===== src/design/tlf_pkg.sv =====
// ============================================================================
// tlf_pkg: shared types and constants for the two-point r-z line fit
// Field widths, fixed-point constants and the word passed from front to back.
// ============================================================================
package tlf_pkg;

    // Position fields, radius and difference widths.
    localparam int POS_W  = 20;
    localparam int RAD_W  = 20;
    localparam int SQ_W   = 2 * POS_W;
    localparam int DIF_W  = POS_W + 1;
    localparam int FRAC_W = 16;
    localparam int NUM_W  = DIF_W + FRAC_W;
    localparam int OUT_W  = 32;

    // Default depth of the queue between front and back.
    localparam int FIFO_DEPTH_DEF = 4;

    // Result constants.
    localparam logic signed [OUT_W-1:0] SAT_MAX     = 32'sh7FFF_FFFF;
    localparam logic signed [OUT_W-1:0] SAT_MIN     = 32'sh8000_0000;
    localparam logic signed [OUT_W-1:0] NOPOS_SLOPE = -32'sd65536;
    localparam logic signed [OUT_W-1:0] NOPOS_ICPT  = -32'sd1024;

    // Word handed from the front to the back through the queue.
    typedef struct packed {
        logic [RAD_W-1:0]        r0;
        logic signed [DIF_W-1:0] dr;
        logic signed [DIF_W-1:0] dz;
        logic signed [POS_W-1:0] z0;
        logic                    has_pos;
    } t_fit_entry;

endpackage


===== src/design/tlf_fifo.sv =====
// ============================================================================
// tlf_fifo: short queue between front and back
// Holds words from the front so that each side can stall on its own.
// ============================================================================
module tlf_fifo import tlf_pkg::*; #(
    parameter int DEPTH = FIFO_DEPTH_DEF
) (
    input  logic       i_clk,
    input  logic       i_rst_n,
    input  logic       i_push,
    input  t_fit_entry i_entry,
    output logic       o_full,
    input  logic       i_pop,
    output logic       o_valid,
    output t_fit_entry o_entry
);

    localparam int PTR_W = $clog2(DEPTH);
    localparam int CNT_W = $clog2(DEPTH + 1);

    t_fit_entry       r_mem [0:DEPTH-1];
    logic [PTR_W-1:0] r_wr, r_rd;
    logic [CNT_W-1:0] r_count;

    assign o_full  = r_count == CNT_W'(DEPTH);
    assign o_valid = r_count != '0;
    assign o_entry = r_mem[r_rd];

    // Storage.
    always_ff @(posedge i_clk) begin
        if (i_push) begin
            r_mem[r_wr] <= i_entry;
        end
    end

    // Pointers and fill count.
    always_ff @(posedge i_clk) begin
        if (!i_rst_n) begin
            r_wr    <= '0;
            r_rd    <= '0;
            r_count <= '0;
        end else begin
            if (i_push) begin
                r_wr <= (r_wr == PTR_W'(DEPTH - 1)) ? '0 : r_wr + 1'b1;
            end
            if (i_pop) begin
                r_rd <= (r_rd == PTR_W'(DEPTH - 1)) ? '0 : r_rd + 1'b1;
            end
            if (i_push && !i_pop) begin
                r_count <= r_count + 1'b1;
            end else if (i_pop && !i_push) begin
                r_count <= r_count - 1'b1;
            end
        end
    end

    // The count stays within the depth.
    a_count_bound: assert property (@(posedge i_clk) disable iff (!i_rst_n)
        r_count <= CNT_W'(DEPTH))
        else $error("queue count beyond depth");

    // A lone push raises the count by one.
    a_push_count: assert property (@(posedge i_clk) disable iff (!i_rst_n)
        (i_push && !i_pop) |=> r_count == $past(r_count) + 1'b1)
        else $error("queue count did not follow a push");

    // The back only pops a word that is there.
    a_pop_valid: assert property (@(posedge i_clk) disable iff (!i_rst_n)
        i_pop |-> r_count != '0)
        else $error("pop from empty queue");

endmodule


===== config.mk =====
export PLATFORM = sky130hd
export DESIGN_NAME = tlf_fifo
export DESIGN_NICKNAME = d
export VERILOG_FILES = /design/src/design/tlf_pkg.sv /design/src/design/tlf_fifo.sv
export SDC_FILE = /design/constraint.sdc
export NUM_CORES = 1
export LEC_CHECK = 0
export BUFFER_PORTS_ARGS = -buffer_cell sky130_fd_sc_hd__buf_2
export CORE_MARGIN = 2
export CORE_UTILIZATION = 40
export DETAILED_ROUTE_END_ITERATION = 16
export GPL_TIMING_DRIVEN = 0
export SYNTH_ARGS = -nofsm -noshare
export SYNTH_HDL_FRONTEND = slang
export SYNTH_SLANG_ARGS = --single-unit

===== constraint.sdc =====
create_clock -name i_clk -period 4.65 [get_ports i_clk]
set_clock_uncertainty 0.1 [all_clocks]
set_input_delay 0.465 -clock i_clk [delete_from_list [all_inputs] [get_ports i_clk]]
set_output_delay 0.465 -clock i_clk [all_outputs]
set_load 0.03 [all_outputs]

* Yosys cells after proc, flatten, opt, wreduce, memory -nomap -nowiden
Memories as Yosys holds them, arrays and structs flattened. A register that Yosys moved wholly into a read port is not among the register bits.
Cells that the tools add are included.
** Storage, ports and cells
- Register bits :: 7
- RAM bits :: 332
- Input port bits :: 87
- Output and inout bits :: 85
- Logic and storage cells :: 25
- Memories :: 1
** Memories
- r_mem :: depth 4, bits a word 83, rd ports 1, clocked after memory_dff 1, write ports 1, RTL line tlf_fifo.sv:21 : t_fit_entry r_mem [0:DEPTH-1];
** Operators by class
- Add/subtract/negate cells :: 4
- Eq/ne operators :: 3
- Mux-type cells :: 8
- Reduce and logical (&&, ||, !) cells :: 6
** Operators by type and width (count)
- $mux W2 :: 4
- $mux W3 :: 2
- $add A2 B1 Y2 const B :: 2
- $eq A2 B2 Y1 const B :: 2
- $add A3 B1 Y3 const B :: 1
- $eq A3 B3 Y1 const B :: 1
- $reduce_bool A3 Y1 :: 1
- $sub A3 B1 Y3 const B :: 1
- $logic_and A1 B1 Y1 :: 2
- $logic_not A1 Y1 :: 2
- $mux W1 :: 2
- $reduce_bool A2 Y1 :: 1

* Logic depth before layout (Yosys ltp)
- Depth in word-level cells :: 4
- Depth in mapped cells :: 7
- Depth with buffers taken out :: 7

* Worst setup path after synthesis
OpenSTA, ideal clock, no wires.
- Path type :: flip-flop to flip-flop
- Start point :: register r_wr[0]
- End point :: memory r_mem[3][0] (netlist name), enable pin
- Library setup time :: 0.450 ns
- Arrival time :: 2.478 ns
- Required time :: 4.100 ns
- Slack :: 1.622 ns
- Stages on the path, launching flop included :: 3
- Buffers on the path :: 0
- Clock period less this slack :: 3.028 ns
- Cells stage by stage :: dfxtp_1 -> ha_1 -> and2_1
** RTL lines
- start: declaration :: RTL line tlf_fifo.sv:22 : logic [PTR_W-1:0] r_wr, r_rd;
- start signal: assignment :: RTL line tlf_fifo.sv:44 : r_wr <= (r_wr == PTR_W'(DEPTH - 1)) ? '0 : r_wr + 1'b1;
- end: declaration :: RTL line tlf_fifo.sv:21
Straight into the memory's write port.

==> flow_summary_export.csv <==
group,metric,value,unit
setup_path,endpoint_kind,"output port",
min_path,hp-start,"i_entry[69]",
pwr,p_clk_frac,0.386,
setup_path,crit_fanout,10,
setup_path,timing.rr.start,"r_wr[0]$_SDFFE_PN0P_",
drt,via_count,5595,
outcome,outcome,"finished clean",
placement,port_buffers,171,
floorplan,start_util,0.407,
yosys,syn_nets,571,
sta,fmax,0.379,GHz
placement,place_hpwl,14.0,mm
drt,vias_per_cell,5.03,
clocking,cts_tree,"done",
sta,timing.hold.ws,69.2,ps
global_route,grt_pass1_wl,35.2,mm
sta,rsz0062_at_grt,"no",
layout,finalInstanceArea,0.0150,mm2
sta,setup_viol,0,
yosys,ys_top_cells_by_area,"edfxtp_1, mux4_2, dfxtp_1, buf_6, ha_1",
setup_path,worstSetupPathType,"register to output port",
drt,drt-initial-drc-count,275,
drt,drc,0,
global_route,grt_max_degree,48,
clocking,clock_sinks,341,
floorplan,die_width,180,um
placement,dpl_cell_area,0.0139,mm2
floorplan,die_y,180,um
clocking,clock-root-buffer,"clkbuf_16",
layout,final_net_count,784,
drt,antenna_left,0,
sta,maxSlewViolCount,0,
setup_path,r2r_slack,2600,ps
global_route,grt_use_total,0.141,
yosys,yosys.area.top_type_share,0.802,
clocking,clk_latency,510,ps
setup_path,cp_data_arrival_time,2070,ps
floorplan,io-pin-count,172,
yosys,ys_seq_elements,341,
drt,drtPass1Iterations,5,
drt,detail_route.wl_per_cell,20.5,um
yosys,avgSynthCellArea,26.1,um2
floorplan,core_area,0.0306,mm2
sta,setup_tns,0,ps
placement,dp.cells,1048,
setup_path,required,4090,ps
yosys,yosysSeqAreaShare,0.816,
yosys,yosysWarnings,0,
clocking,ctsResizeCount,0,
sta,fin_crit,2640,ps
global_route,grt_pass1_vias,6221,
floorplan,die_area,0.0325,mm2
placement,gp_congestion,0.683,
pwr,switchingPower,1.62,mW
pwr,vdd_drop_max,0.000407,V
floorplan,rows,64,
yosys,synth_area,0.0124,mm2
pwr,swShare,0.232,
pwr,power_frac_seq,0.509,
layout,drive_gt1_frac,0.466,
layout,final_cell_count_no_fill,1113,
drt,wl,22.8,mm
pwr,intPower,5.37,mW
layout,syn_to_final_growth,20.9,%
yosys,netlist_instances,477,
pwr,p_comb_frac,0.106,
clocking,clk_pin_slew,60,ps
yosys,synth_largest_area_cell,"edfxtp_1",
pwr,p_per_area,465,mW/mm2
sta,tightest_slew,736,ps
min_path,hold_path.class,"input pin to register",
clocking,h-tree-depth,2,
clocking,postCtsSetupRepairBufs,0,
clocking,cts_max_path_buffers,3,
sta,maxSlewHeadroom,0.509,
job,drv_cap,0,
setup_path,start_kind,"register",
yosys,yosysUniqueCellTypes,21,
clocking,numCtsBuffers,36,
global_route,antenna_found_initial,0,
pwr,p_leak,5.09,nW
sta,hold_viol_final,0,
clocking,hold_buffers,0,
global_route,grt_remaining_overflow,0,
sta,finalCritPeriodShare,0.567,
## cell usage in the layout, fill, tap and decap left out
cell and n:
or3_1 2, and2_1 1, xnor2_1 1, clkinv_2 10, nor2b_1 5, clkinvlp_4 3, fa_1 1, dfxtp_1 9
mux2i_1 4, ha_1 6, buf_2 180, clkinv_1 5, xor2_1 1, diode_2 1, o21a_1 1, clkbuf_16 37
inv_1 4, a21boi_0 1, nor3b_1 1, and2_4 4, inv_6 2, buf_6 8, edfxtp_1 332, clkinv_8 1
nor2_1 1, bufinv_16 2, mux4_2 83, buf_16 4, nor3_1 1, o21ai_0 1, clkbuf_1 5
## flip-flops by register name (all words and copies together) (netlist names), named ones only
register,cells
r_rd,2
r_count,3
r_wr,2
r_mem,332
## worst paths after layout
| kind | to | cells past startpoint |
|---|---|---|
| min reg2reg | r_rd[1]$_SDFFE_PN0P_ | 2 |
| max | o_entry[23] | 4 |
| min | r_mem[2][69]$_DFFE_PP_ | 1 |
| max reg2reg | r_mem[2][71]$_DFFE_PP_ | 4 |
## worst max-delay path, cell delays in order, from the launching register on
cell and delay, ps:
dfxtp_1 320, buf_2 330, buf_2 340, mux4_2 370, buf_2 200
## through the flow
stage / util / total power [mW] / setup WS, ps
global route: 0.491 / 7.25 / 1900
global placement: 0.451 / 4.35 / 24.4
CTS: 0.491 / 7.09 / 1950
finish: 0.492 / 6.99 / 2010
detailed placement: 0.455 / 4.38 / 2480
floorplan: - / 4.11 / 1620
## area by class of cell
class / count / area (um2)
tap: 396 / 495
sequential: 341 / 10100
clock buffer: 41 / 941
buffer: 18 / 139
multi-input combinational: 114 / 2140
inverter: 4 / 15.0
fill: 2499 / 15600
antenna: 1 / 2.50
clock inverter: 23 / 185
timing repair buffer: 175 / 966
## power by group through the flow
stage | sequential, mW | clock, mW | combinational [mW]
after global routing | 3.56 | 2.90 | 0.792
after floorplan | 3.62 | 0 | 0.497
after global placement | 3.63 | 0 | 0.722
final | 3.55 | 2.70 | 0.739
after CTS | 3.56 | 2.78 | 0.757
after detailed placement | 3.62 | 0 | 0.755
## kinds of logic (layout without fill, tap and decap cells)
kind of cell / count (synthesis) / in the layout / share of synthesized area
simple gates: 15 / 15 / 0.00734
fa+ha+maj: 7 / 7 / 0.00765
buf+inv: 22 / 261 / 0.0124
flops: 341 / 341 / 0.816
mux: 87 / 87 / 0.154
other cells: 0 / 1 / 0
xor+xnor: 2 / 2 / 0.00141
compound gates: 3 / 3 / 0.00161
## Yosys cell counts (all sizes together)
| cell | n |
|---|---|
| edfxtp | 332 |
| o21ai | 1 |
| clkbuf | 1 |
| dfxtp | 9 |
| nor2 | 1 |
| buf | 17 |
| ha | 6 |
| xor2 | 1 |
| and2 | 5 |
| nor2b | 5 |
| nor3b | 1 |
| or3 | 2 |
| xnor2 | 1 |
| mux4 | 83 |
| a21boi | 1 |
| mux2i | 4 |
| nor3 | 1 |
| o21a | 1 |
| inv | 4 |
| fa | 1 |
## routing by layer
layer	part of all wire	global-route usage	vias to the layer above	wire, um
met4	0.019	0.0365	0	423
met1	0.41	0.177	2916	9380
met5	0	0	-	0
met3	0.067	0.0378	36	1530
li1	-	-	2474	-
met2	0.50	0.243	169	11500
Note: power is estimated with default switching activity, not from simulation.
